**src/rtl/core/blm_pkg.sv**
```systemverilog
`default_nettype none

package blm_pkg;

	localparam int NUM_REGS = 8;
	localparam int THR_NUM  = 7;
	localparam int CFG_AW   = 5;

	typedef enum logic [2:0] {
		REG_CRIT_BELOW = 3'd0,
		REG_LOW_MIN    = 3'd1,
		REG_LOW_MAX    = 3'd2,
		REG_MID_MIN    = 3'd3,
		REG_MID_MAX    = 3'd4,
		REG_HIGH_MIN   = 3'd5,
		REG_HIGH_MAX   = 3'd6,
		REG_PERIOD     = 3'd7
	} reg_idx_t;

	localparam logic [15:0] REG_RESET [NUM_REGS] = '{
		16'd3300, 16'd3300, 16'd3600, 16'd3600,
		16'd3900, 16'd3900, 16'd4200, 16'd1000
	};

	typedef enum logic [2:0] {
		LVL_CRITICAL = 3'd0,
		LVL_LOW      = 3'd1,
		LVL_MID      = 3'd2,
		LVL_HIGH     = 3'd3,
		LVL_INVALID  = 3'd4
	} level_t;

	typedef struct packed {
		level_t level;
		logic   red;
		logic   green;
		logic   checked;
		logic   shutdown;
	} res_st_t;

endpackage

`default_nettype wire

```
**src/rtl/core/blm_ifs.sv**
```systemverilog
`default_nettype none

interface blm_in_if;
	logic        valid;
	logic        ready;
	logic        kind;
	logic [15:0] sample_mv;

	modport source (output valid, kind, sample_mv, input ready);
	modport sink (input valid, kind, sample_mv, output ready);
endinterface

interface blm_out_if;
	logic        valid;
	logic        ready;
	logic [15:0] filtered_mv;
	logic [2:0]  level;
	logic        red_led_on;
	logic        green_led_on;
	logic        checked;
	logic        shutdown;

	modport source (output valid, filtered_mv, level, red_led_on, green_led_on, checked,
		shutdown, input ready);
	modport sink (input valid, filtered_mv, level, red_led_on, green_led_on, checked,
		shutdown, output ready);
endinterface

`default_nettype wire

```
**src/rtl/core/blm_cfg.sv**
```systemverilog
`default_nettype none

module blm_cfg import blm_pkg::*; #(
	parameter int WINDOW_LEN = 10,
	parameter int TW = 21
) (
	input  wire logic              clk,
	input  wire logic              arst_n,
	input  wire logic              psel,
	input  wire logic              penable,
	input  wire logic              pwrite,
	input  wire logic [CFG_AW-1:0] paddr,
	input  wire logic [31:0]       pwdata,
	output logic      [31:0]       prdata,
	output logic                   pready,
	output logic      [TW-1:0]     thr [THR_NUM],
	output logic      [15:0]       period
);

	localparam logic [TW-1:0] WL = TW'(WINDOW_LEN);

	logic [15:0]   cfg_q [NUM_REGS];
	logic [TW-1:0] thr_q [THR_NUM];
	reg_idx_t      widx;
	logic          wr;

	assign pready = 1'b1;
	assign wr     = psel && penable && pwrite;
	assign widx   = reg_idx_t'(paddr[CFG_AW-1:2]);
	assign prdata = {16'd0, cfg_q[paddr[CFG_AW-1:2]]};
	assign period = cfg_q[REG_PERIOD];

	always_comb begin
		for (int i = 0; i < THR_NUM; i++) begin
			thr[i] = thr_q[i];
		end
	end

	// Thresholds are kept pre-multiplied by the window length so that the
	// level test compares directly against the running sum. The inclusive
	// high bound is stored as one step above.
	always_ff @(posedge clk or negedge arst_n) begin
		if (!arst_n) begin
			for (int i = 0; i < NUM_REGS; i++) begin
				cfg_q[i] <= REG_RESET[i];
			end
			for (int i = 0; i < THR_NUM - 1; i++) begin
				thr_q[i] <= TW'(REG_RESET[i]) * WL;
			end
			thr_q[REG_HIGH_MAX] <= (TW'(REG_RESET[REG_HIGH_MAX]) + TW'(1)) * WL;
		end else if (wr) begin
			cfg_q[widx] <= pwdata[15:0];
			unique case (widx)
				REG_CRIT_BELOW, REG_LOW_MIN, REG_LOW_MAX, REG_MID_MIN, REG_MID_MAX,
				REG_HIGH_MIN: begin
					thr_q[widx] <= TW'(pwdata[15:0]) * WL;
				end
				REG_HIGH_MAX: begin
					thr_q[REG_HIGH_MAX] <= (TW'(pwdata[15:0]) + TW'(1)) * WL;
				end
				REG_PERIOD: begin
				end
				default: begin
				end
			endcase
		end
	end

endmodule

`default_nettype wire

```
**src/rtl/core/blm_ring.sv**
```systemverilog
`default_nettype none

module blm_ring #(
	parameter int WINDOW_LEN = 10
) (
	input  wire logic        clk,
	input  wire logic        arst_n,
	input  wire logic        wr_en,
	input  wire logic [15:0] wr_mv,
	output logic      [15:0] old_mv
);

	localparam int IW = $clog2(WINDOW_LEN);

	logic [15:0]           mem [WINDOW_LEN];
	logic [WINDOW_LEN-1:0] vld_q;
	logic [IW-1:0]         idx_q;
	logic [IW-1:0]         idx_nx;
	logic [15:0]           rd_q;
	logic                  rd_vld_q;

	assign idx_nx = (idx_q == IW'(WINDOW_LEN - 1)) ? '0 : idx_q + IW'(1);
	assign old_mv = rd_vld_q ? rd_q : 16'd0;

	// The entry that the next sample replaces is fetched ahead of time.
	always_ff @(posedge clk) begin
		if (wr_en) begin
			mem[idx_q] <= wr_mv;
			rd_q       <= mem[idx_nx];
		end
	end

	always_ff @(posedge clk or negedge arst_n) begin
		if (!arst_n) begin
			vld_q    <= '0;
			idx_q    <= '0;
			rd_vld_q <= 1'b0;
		end else if (wr_en) begin
			vld_q[idx_q] <= 1'b1;
			rd_vld_q     <= vld_q[idx_nx];
			idx_q        <= idx_nx;
		end
	end

endmodule

`default_nettype wire

```
**src/rtl/core/blm_core.sv**
```systemverilog
`default_nettype none

module blm_core import blm_pkg::*; #(
	parameter int CRITICAL_REPEATS = 3,
	parameter int SW = 17,
	parameter int TW = 21
) (
	input  wire logic          clk,
	input  wire logic          arst_n,
	input  wire logic          go,
	input  wire logic          en_s2,
	input  wire logic          kind,
	input  wire logic [15:0]   sample_mv,
	input  wire logic [15:0]   old_mv,
	input  wire logic [TW-1:0] thr [THR_NUM],
	input  wire logic [15:0]   period,
	output logic               smp_take,
	output logic               v_s2,
	output logic      [SW-1:0] sum_s2,
	output res_st_t            st_s2
);

	localparam int STW = $clog2(CRITICAL_REPEATS + 1);
	localparam logic [STW-1:0] REP = STW'(CRITICAL_REPEATS);

	logic [SW-1:0]  sum_q;
	logic [15:0]    tick_q;
	logic [STW-1:0] streak_q;
	level_t         level_q;
	logic           red_q;
	logic           green_q;
	logic           halt_q;

	logic [SW-1:0]  sum_nx;
	logic [15:0]    tick_nx;
	logic [STW-1:0] streak_nx;
	logic [STW-1:0] streak_inc;
	level_t         level_nx;
	level_t         lvl;
	logic           red_nx;
	logic           green_nx;
	logic           halt_nx;
	logic           tick_take;
	logic           chk;
	logic [16:0]    tick_inc;
	logic [TW-1:0]  sum_x;

	assign smp_take  = go && !halt_q && !kind;
	assign tick_take = go && !halt_q && kind;
	assign tick_inc  = {1'b0, tick_q} + 17'd1;
	assign chk       = tick_take && (tick_inc >= {1'b0, period});
	assign sum_x     = TW'(sum_q);

	always_comb begin
		if (sum_x < thr[REG_CRIT_BELOW]) begin
			lvl = LVL_CRITICAL;
		end else if (sum_x >= thr[REG_LOW_MIN] && sum_x < thr[REG_LOW_MAX]) begin
			lvl = LVL_LOW;
		end else if (sum_x >= thr[REG_MID_MIN] && sum_x < thr[REG_MID_MAX]) begin
			lvl = LVL_MID;
		end else if (sum_x >= thr[REG_HIGH_MIN] && sum_x < thr[REG_HIGH_MAX]) begin
			lvl = LVL_HIGH;
		end else begin
			lvl = LVL_INVALID;
		end
	end

	assign streak_inc = (streak_q < REP) ? streak_q + STW'(1) : streak_q;

	always_comb begin
		sum_nx    = sum_q;
		tick_nx   = tick_q;
		streak_nx = streak_q;
		level_nx  = level_q;
		red_nx    = red_q;
		green_nx  = green_q;
		halt_nx   = halt_q;
		if (smp_take) begin
			sum_nx = sum_q - SW'(old_mv) + SW'(sample_mv);
		end
		if (tick_take) begin
			tick_nx = chk ? 16'd0 : tick_inc[15:0];
		end
		if (chk) begin
			if (lvl == LVL_CRITICAL) begin
				streak_nx = streak_inc;
				if (streak_inc >= REP) begin
					halt_nx = 1'b1;
				end
			end else begin
				streak_nx = '0;
				if (lvl != level_q) begin
					level_nx = lvl;
					case (lvl)
						LVL_LOW: begin
							red_nx   = 1'b1;
							green_nx = 1'b0;
						end
						LVL_MID: begin
							red_nx   = 1'b1;
							green_nx = 1'b1;
						end
						LVL_HIGH: begin
							red_nx   = 1'b0;
							green_nx = 1'b1;
						end
						default: begin
						end
					endcase
				end
			end
		end
	end

	always_ff @(posedge clk or negedge arst_n) begin
		if (!arst_n) begin
			sum_q    <= '0;
			tick_q   <= '0;
			streak_q <= '0;
			level_q  <= LVL_INVALID;
			red_q    <= 1'b0;
			green_q  <= 1'b0;
			halt_q   <= 1'b0;
			v_s2     <= 1'b0;
		end else begin
			sum_q    <= sum_nx;
			tick_q   <= tick_nx;
			streak_q <= streak_nx;
			level_q  <= level_nx;
			red_q    <= red_nx;
			green_q  <= green_nx;
			halt_q   <= halt_nx;
			if (en_s2) begin
				v_s2 <= go;
			end
		end
	end

	always_ff @(posedge clk) begin
		if (go) begin
			sum_s2         <= sum_nx;
			st_s2.level    <= level_nx;
			st_s2.red      <= red_nx;
			st_s2.green    <= green_nx;
			st_s2.checked  <= chk;
			st_s2.shutdown <= halt_nx;
		end
	end

endmodule

`default_nettype wire

```
**src/rtl/core/blm_out.sv**
```systemverilog
`default_nettype none

module blm_out import blm_pkg::*; #(
	parameter int WINDOW_LEN = 10,
	parameter int SW = 17
) (
	input  wire logic          clk,
	input  wire logic          arst_n,
	input  wire logic          v_s2,
	input  wire logic [SW-1:0] sum_s2,
	input  wire res_st_t       st_s2,
	output logic               en_out,
	blm_out_if.source          result
);

	// Mean by reciprocal multiplication, exact for every sum below 2**SW.
	localparam int SH = SW + $clog2(WINDOW_LEN);
	localparam int MW = SW + 1;
	localparam int PW = SW + MW;
	localparam longint unsigned MULT = ((64'd1 << SH) + 64'(WINDOW_LEN) - 64'd1) / 64'(WINDOW_LEN);
	localparam logic [MW-1:0] MULT_V = MW'(MULT);

	logic [PW-1:0] prod;

	assign prod   = PW'(sum_s2) * PW'(MULT_V);
	assign en_out = !result.valid || result.ready;

	always_ff @(posedge clk or negedge arst_n) begin
		if (!arst_n) begin
			result.valid <= 1'b0;
		end else if (en_out) begin
			result.valid <= v_s2;
		end
	end

	always_ff @(posedge clk) begin
		if (en_out && v_s2) begin
			result.filtered_mv  <= prod[SH +: 16];
			result.level        <= st_s2.level;
			result.red_led_on   <= st_s2.red;
			result.green_led_on <= st_s2.green;
			result.checked      <= st_s2.checked;
			result.shutdown     <= st_s2.shutdown;
		end
	end

endmodule

`default_nettype wire

```
**src/rtl/core/battery_level_monitor.sv**
```systemverilog
// Path: an accepted input is held in s1, then s2, then the result register.
// Throughput: one item per cycle; a three-stage pipeline with stage-wise
// flow control keeps accepting while bubbles remain ahead of a stalled result.
// Reset: arst_n asynchronously clears pipeline valids, the sum, tick counter,
// critical streak, LEDs and halt flag, sets the level to invalid and loads
// register defaults; per-entry valid bits make the sample ring read as zero.
`default_nettype none

module battery_level_monitor import blm_pkg::*; #(
	parameter int WINDOW_LEN = 10,
	parameter int CRITICAL_REPEATS = 3
) (
	input  wire logic              clk,
	input  wire logic              arst_n,
	blm_in_if.sink                 item,
	blm_out_if.source              result,
	input  wire logic              psel,
	input  wire logic              penable,
	input  wire logic              pwrite,
	input  wire logic [CFG_AW-1:0] paddr,
	input  wire logic [31:0]       pwdata,
	output logic      [31:0]       prdata,
	output logic                   pready
);

	localparam int SW = $clog2(65535 * WINDOW_LEN + 1);
	localparam int TW = 17 + $clog2(WINDOW_LEN);

	logic          v_s1;
	logic          kind_s1;
	logic [15:0]   smp_s1;
	logic          en_s1;
	logic          en_s2;
	logic          en_out;
	logic          v_s2;
	logic          go;
	logic          smp_take;
	logic [15:0]   old_mv;
	logic [SW-1:0] sum_s2;
	res_st_t       st_s2;
	logic [TW-1:0] thr [THR_NUM];
	logic [15:0]   period;

	assign en_s2      = !v_s2 || en_out;
	assign en_s1      = !v_s1 || en_s2;
	assign go         = v_s1 && en_s2;
	assign item.ready = en_s1;

	always_ff @(posedge clk or negedge arst_n) begin
		if (!arst_n) begin
			v_s1 <= 1'b0;
		end else if (en_s1) begin
			v_s1 <= item.valid;
		end
	end

	always_ff @(posedge clk) begin
		if (en_s1 && item.valid) begin
			kind_s1 <= item.kind;
			smp_s1  <= item.sample_mv;
		end
	end

	blm_cfg #(
		.WINDOW_LEN(WINDOW_LEN),
		.TW(TW)
	) u_cfg (
		.clk(clk),
		.arst_n(arst_n),
		.psel(psel),
		.penable(penable),
		.pwrite(pwrite),
		.paddr(paddr),
		.pwdata(pwdata),
		.prdata(prdata),
		.pready(pready),
		.thr(thr),
		.period(period)
	);

	blm_ring #(
		.WINDOW_LEN(WINDOW_LEN)
	) u_ring (
		.clk(clk),
		.arst_n(arst_n),
		.wr_en(smp_take),
		.wr_mv(smp_s1),
		.old_mv(old_mv)
	);

	blm_core #(
		.CRITICAL_REPEATS(CRITICAL_REPEATS),
		.SW(SW),
		.TW(TW)
	) u_core (
		.clk(clk),
		.arst_n(arst_n),
		.go(go),
		.en_s2(en_s2),
		.kind(kind_s1),
		.sample_mv(smp_s1),
		.old_mv(old_mv),
		.thr(thr),
		.period(period),
		.smp_take(smp_take),
		.v_s2(v_s2),
		.sum_s2(sum_s2),
		.st_s2(st_s2)
	);

	blm_out #(
		.WINDOW_LEN(WINDOW_LEN),
		.SW(SW)
	) u_out (
		.clk(clk),
		.arst_n(arst_n),
		.v_s2(v_s2),
		.sum_s2(sum_s2),
		.st_s2(st_s2),
		.en_out(en_out),
		.result(result)
	);

endmodule

`default_nettype wire

```
**src/flat_wrapper.sv**
```systemverilog
// flat-port wrapper written by rule: the top's interface ports become plain ports
module battery_level_monitor_flat import blm_pkg::*;
#(
	parameter int WINDOW_LEN = 10,
	parameter int CRITICAL_REPEATS = 3
)
  (clk, arst_n, psel, penable, pwrite, paddr, pwdata, prdata, pready, item_valid, item_kind, item_sample_mv, item_ready, result_valid, result_filtered_mv, result_level, result_red_led_on, result_green_led_on, result_checked, result_shutdown, result_ready);
  blm_in_if item_i ();
  blm_out_if result_i ();
  input  wire logic clk;
  input  wire logic arst_n;
  input  wire logic psel;
  input  wire logic penable;
  input  wire logic pwrite;
  input  wire logic [CFG_AW-1:0] paddr;
  input  wire logic [31:0] pwdata;
  output logic      [31:0] prdata;
  output logic pready;
  input wire logic [$bits(item_i.valid)-1:0] item_valid;
  input wire logic [$bits(item_i.kind)-1:0] item_kind;
  input wire logic [$bits(item_i.sample_mv)-1:0] item_sample_mv;
  output wire logic [$bits(item_i.ready)-1:0] item_ready;
  output wire logic [$bits(result_i.valid)-1:0] result_valid;
  output wire logic [$bits(result_i.filtered_mv)-1:0] result_filtered_mv;
  output wire logic [$bits(result_i.level)-1:0] result_level;
  output wire logic [$bits(result_i.red_led_on)-1:0] result_red_led_on;
  output wire logic [$bits(result_i.green_led_on)-1:0] result_green_led_on;
  output wire logic [$bits(result_i.checked)-1:0] result_checked;
  output wire logic [$bits(result_i.shutdown)-1:0] result_shutdown;
  input wire logic [$bits(result_i.ready)-1:0] result_ready;
  assign item_i.valid = item_valid;
  assign item_i.kind = item_kind;
  assign item_i.sample_mv = item_sample_mv;
  assign item_ready = item_i.ready;
  assign result_valid = result_i.valid;
  assign result_filtered_mv = result_i.filtered_mv;
  assign result_level = result_i.level;
  assign result_red_led_on = result_i.red_led_on;
  assign result_green_led_on = result_i.green_led_on;
  assign result_checked = result_i.checked;
  assign result_shutdown = result_i.shutdown;
  assign result_i.ready = result_ready;
  battery_level_monitor #(.WINDOW_LEN(WINDOW_LEN), .CRITICAL_REPEATS(CRITICAL_REPEATS)) u_core (.clk(clk), .arst_n(arst_n), .item(item_i), .result(result_i), .psel(psel), .penable(penable), .pwrite(pwrite), .paddr(paddr), .pwdata(pwdata), .prdata(prdata), .pready(pready));
endmodule
```
**config.mk**
```make
export PLATFORM = sky130hd
export DESIGN_NAME = battery_level_monitor_flat
export DESIGN_NICKNAME = d
export VERILOG_FILES = /design/src/rtl/core/blm_pkg.sv /design/src/rtl/core/blm_ifs.sv /design/src/rtl/core/blm_cfg.sv /design/src/rtl/core/blm_ring.sv /design/src/rtl/core/blm_core.sv /design/src/rtl/core/blm_out.sv /design/src/rtl/core/battery_level_monitor.sv /design/src/flat_wrapper.sv
export SDC_FILE = /design/constraint.sdc
export NUM_CORES = 2
export LEC_CHECK = 0
export ABC_AREA = 1
export BUFFER_PORTS_ARGS = -buffer_cell sky130_fd_sc_hd__buf_4
export CORE_MARGIN = 8
export CORE_UTILIZATION = 52
export CTS_BUF_LIST = sky130_fd_sc_hd__clkbuf_16
export DETAILED_ROUTE_END_ITERATION = 10
export PLACE_DENSITY = 0.69
export SYNTH_ARGS = -nofsm -noshare
export SYNTH_HDL_FRONTEND = slang
export SYNTH_SLANG_ARGS = --single-unit
```
**constraint.sdc**
```tcl
create_clock -name clk -period 10.8 [get_ports clk]
set_input_delay 0.54 -clock clk [delete_from_list [all_inputs] [get_ports clk]]
set_output_delay 0.54 -clock clk [all_outputs]
set_load 0.01 [all_outputs]
```
==> summary.md <==
| Metric | Value |
|---|---|
| Status | `complete, no violations` |
| CTS tree | `done` |
| Post-CTS Setup Inserts | `0` |
| Crit path cell chain | `ha_1 -> fa_1 -> fa_1 -> fa_1 -> inv_1 -> fa_1 -> inv_1 -> fa_1 -> ha_1 -> ha_1 -> nand2_1 -> nor2_1 -> inv_1 -> nor3_1 -> nand2_1 -> o21ai_0 -> nand2_1 -> nand2_1 -> a21oi_1 -> xnor2_1` |
| Fin worst setup slack | `4.52 ns` |
| Hpwl dp | `66600 µm` |
| Worst Tran Pin Value | `1.20 ns` |
| Residual DRC count | `0` |
| Minimum clock period | `6.28 ns` |
| PwrDens | `349 nW/µm²` |
| Met3 wire length | `roughly 5300 µm` |
| Initial Util | `~53%` |
| GR Util All Layers | `22.5%` |
| Initial antenna violation count | `0` |
| Final net count | `4685` |
| Hold-fix buffers, CTS | `0` |
| Cell area after synthesis | `36800 µm²` |
| First-pass iteration count of the detailed router | `6` |
| Clock buffer depth | `3` |
| I/O Buffers | `83` |
| Core Box Area | `70000 µm²` |
| WL met2 | `around 41000 µm` |
| Post-route cell area | `40400 µm²` |
| Die Width | `282 µm` |
| # fillers | `6135` |
| Post-Synthesis Cells | `3979` |
| Post-CTS sizing | `0` |
| Post-synth top flop | `edfxtp_1` |
| Final setup violation count | `0` |
| Vias/cell | `~5.3` |
| Placed cell areas | `38400 µm²` |
| Synth-to-layout area growth | `9.60%` |
| Async set-reset flop share out of synthesis | `57.1%` |
| Hold WC Path Type | `input port to asynchronous set/reset pin` |
| # diodes | `0` |
| DIE AREA | `79600 µm²` |
| Final setup TNS | `0 ns` |
| Routed WL per cell | `17.8 µm` |
| Clock sink count | `567` |
| Post-synth EDFFs | `around 240` |
| Footprint of the multi-input gates | `18300 µm²` |
| Most frequent cells in the layout | `nand2_1 (872), inv_1 (696), ha_1 (426), o21ai_0 (304), edfxtp_1 (243)` |
| Avg Inst Size Synth | `9.25 µm²` |
| Layout cell share with drive strength beyond 1 | `9.02%` |
| Register area share after synthesis | `between 40% and 50%` |
| Peak supply drop | `0.000759 V` |
| Unrepaired setup endpoints after global routing | `false` |
| Initial DRC Count | `2025` |
| Critical R2R Capture | `u_core.u_out.result.filtered_mv[11]` |
| Final WL | `between 80000 and 90000 µm` |
| Worst setup startpoint | `u_core.u_core.sum_s2[7]` |
| Slowest CP cell | `ha_1` |
| Root Driver | `clkbuf_16` |
| Critical path type | `flop to flop` |
| IO Count | `119` |
| Synthesized flop and latch total | `567` |
| Worst setup SP type | `flop` |
| Post-placement worst setup slack | `4.55 ns` |
| Top Metal Used | `met4` |
| Via count | `27000` |
| H-tree depth | `2` |
| First-pass GRT wire length | `143000 µm` |
| Required time of the critical path | `11.15 ns` |
| Largest net degree at the start of global routing | `118` |
| Reg2reg path depth | `20` |
| Share of the clock period used by the worst path | `between 50% and 60%` |
| Cell row count | `97` |
| Critical Path Sink Type | `flop` |
| Capture point of the critical path | `u_core.u_out.result.filtered_mv[11]` |
| Leakage | `about 20 nW` |
| Reg2reg setup slack | `4.52 ns` |
| Synth unique cells | `57` |
| Pwr Total | `14.1 mW` |
| Final Skew | `about 0.072 ns` |
| Worst skew pair latency | `about 0.64 ns` |
| Max Slew Vio Count | `0` |
| Most common cell after layout, fill and taps aside | `nand2_1` |
| Crit Path Max Fanout | `6` |
| Number of global-route vias before repair | `26200` |
| GP Congestion | `about 0.91` |
| Final antenna-violating net count | `0` |
| Worst slew margin | `20.0%` |
| Crit-path most repeated cell | `fa_1` |
| Worst EP arrival | `6.63 ns` |
| Clock-pin slew on the worst setup and hold paths | `0.07 ns` |
| Max-Cap Viols | `0` |
| Fmax | `159 MHz` |
| Met1 WL | `around 41000 µm` |
| CTS buffer count | `60` |
| Worst path max stage delay | `0.55 ns` |
| Ys Warns | `0` |
| Grt total ovfl | `0` |
| Die Y | `between 200 and 300 µm` |
| RR Startpoint | `u_core.u_core.sum_s2[7]` |
| Register area | `15500 µm²` |
| Final hold vios | `0` |
| Finished Core Util | `57.6%` |
==> logic make-up (layout without fill, tap and decap cells) <==
kind of cell	Yosys count	count (layout)	share of synthesized area, %
xor+xnor	86	86	2.05
fa+ha+maj	573	573	22.5
other cells	2	17	0.0204
flops	567	567	42.1
simple gates	1233	1233	14.1
compound gates	705	705	10.7
buf+inv	812	921	8.53
mux	1	1	0.0272
==> per-stage QoR <==
stage | cells | hold WS (ns)
detailed placement | 4929 | 0.405
finish | 5043 | 0.0223
global route | 5043 | 0.0419
CTS | 5043 | 0.0141
global placement | 4929 | 0.406
floorplan | 3994 | 0.244
==> where the power goes <==
part	total, mW	internal (mW)	leakage, nW	switching [mW]
Combinational	9.05	3.43	12.5	5.62
Sequential	3.00	2.86	5.94	0.141
Clock	2.04	1.16	1.02	0.885
==> synthesized netlist by cell type, types with 21 or more instances <==
cell | count | area share, %
xnor2_1 | 25 | 0.59
dfrtp_1 | 239 | 16
a22oi_1 | 21 | 0.43
o21ai_0 | 304 | 4.1
ha_1 | 426 | 14
edfxtp_1 | 243 | 20
a31oi_1 | 45 | 0.76
fa_1 | 147 | 8.0
nand4_1 | 31 | 0.53
o21ai_1 | 64 | 0.87
nand2_1 | 872 | 8.9
nor3_1 | 21 | 0.29
buf_2 | 24 | 0.33
a21oi_1 | 157 | 2.1
inv_1 | 677 | 6.9
dfstp_2 | 85 | 6.1
clkbuf_1 | 67 | 0.68
xor2_1 | 61 | 1.5
inv_2 | 21 | 0.21
nand3_1 | 106 | 1.4
nor2_1 | 139 | 1.4
o22ai_1 | 31 | 0.53
==> worst min path at each step <==
stage,endpoint,cells past startpoint
2_1_floorplan,u_core.u_cfg.cfg_q[100],0
5_1_grt,u_core.smp_s1[1],1
3_3_place_gp,u_core.u_out.result.checked,0
6_report,u_core.u_cfg.thr[136],1
4_1_cts,u_core.u_cfg.thr[116],1
3_5_place_dp,u_core.u_out.result.checked,0
==> flip-flops by register name, summed over array words and instances (netlist names), 7 cells and up <==
register	count
u_core.u_ring.mem	160
u_core.u_cfg.thr	134
u_core.u_cfg.cfg_q	112
u_core.u_core.sum_q	20
u_core.u_core.sum_s2	20
u_core.smp_s1	16
u_core.u_cfg.period	16
u_core.u_core.tick_q	16
u_core.u_out.result.filtered_mv	16
u_core.u_ring.rd_q	16
u_core.u_ring.vld_q	10
u_core.u_core.st_s2	7
==> critical path: cells and delay by family, from the launching register on <==
| family | cells | cell delay (ns) |
|---|---|---|
| adders and majority gates | 8 | 3.78 |
| DFF | 1 | 0.54 |
| and+or+nand+nor | 6 | 0.84 |
| buffers and inverters | 3 | 0.15 |
| xor gates and xnor gates | 1 | 0.13 |
| AOI/OAI and AO/OA | 2 | 0.53 |
==> area by class of cell <==
type	count	area share, %
Clock buffer	60	3.72
Clock inverter	54	1.15
Inverter	700	6.51
Multi-Input combinational cell	2615	45.3
Sequential cell	567	38.4
Tap cell	940	2.91
Timing Repair Buffer	107	2.01
==> per-layer routing <==
metal	vias to the layer above	global-route usage, %
li1	13200	-
met1	12900	32.3
met2	723	36.2
met3	152	2.70
met4	0	5.88
met5	-	0
Power figures use the tool's default switching activity.
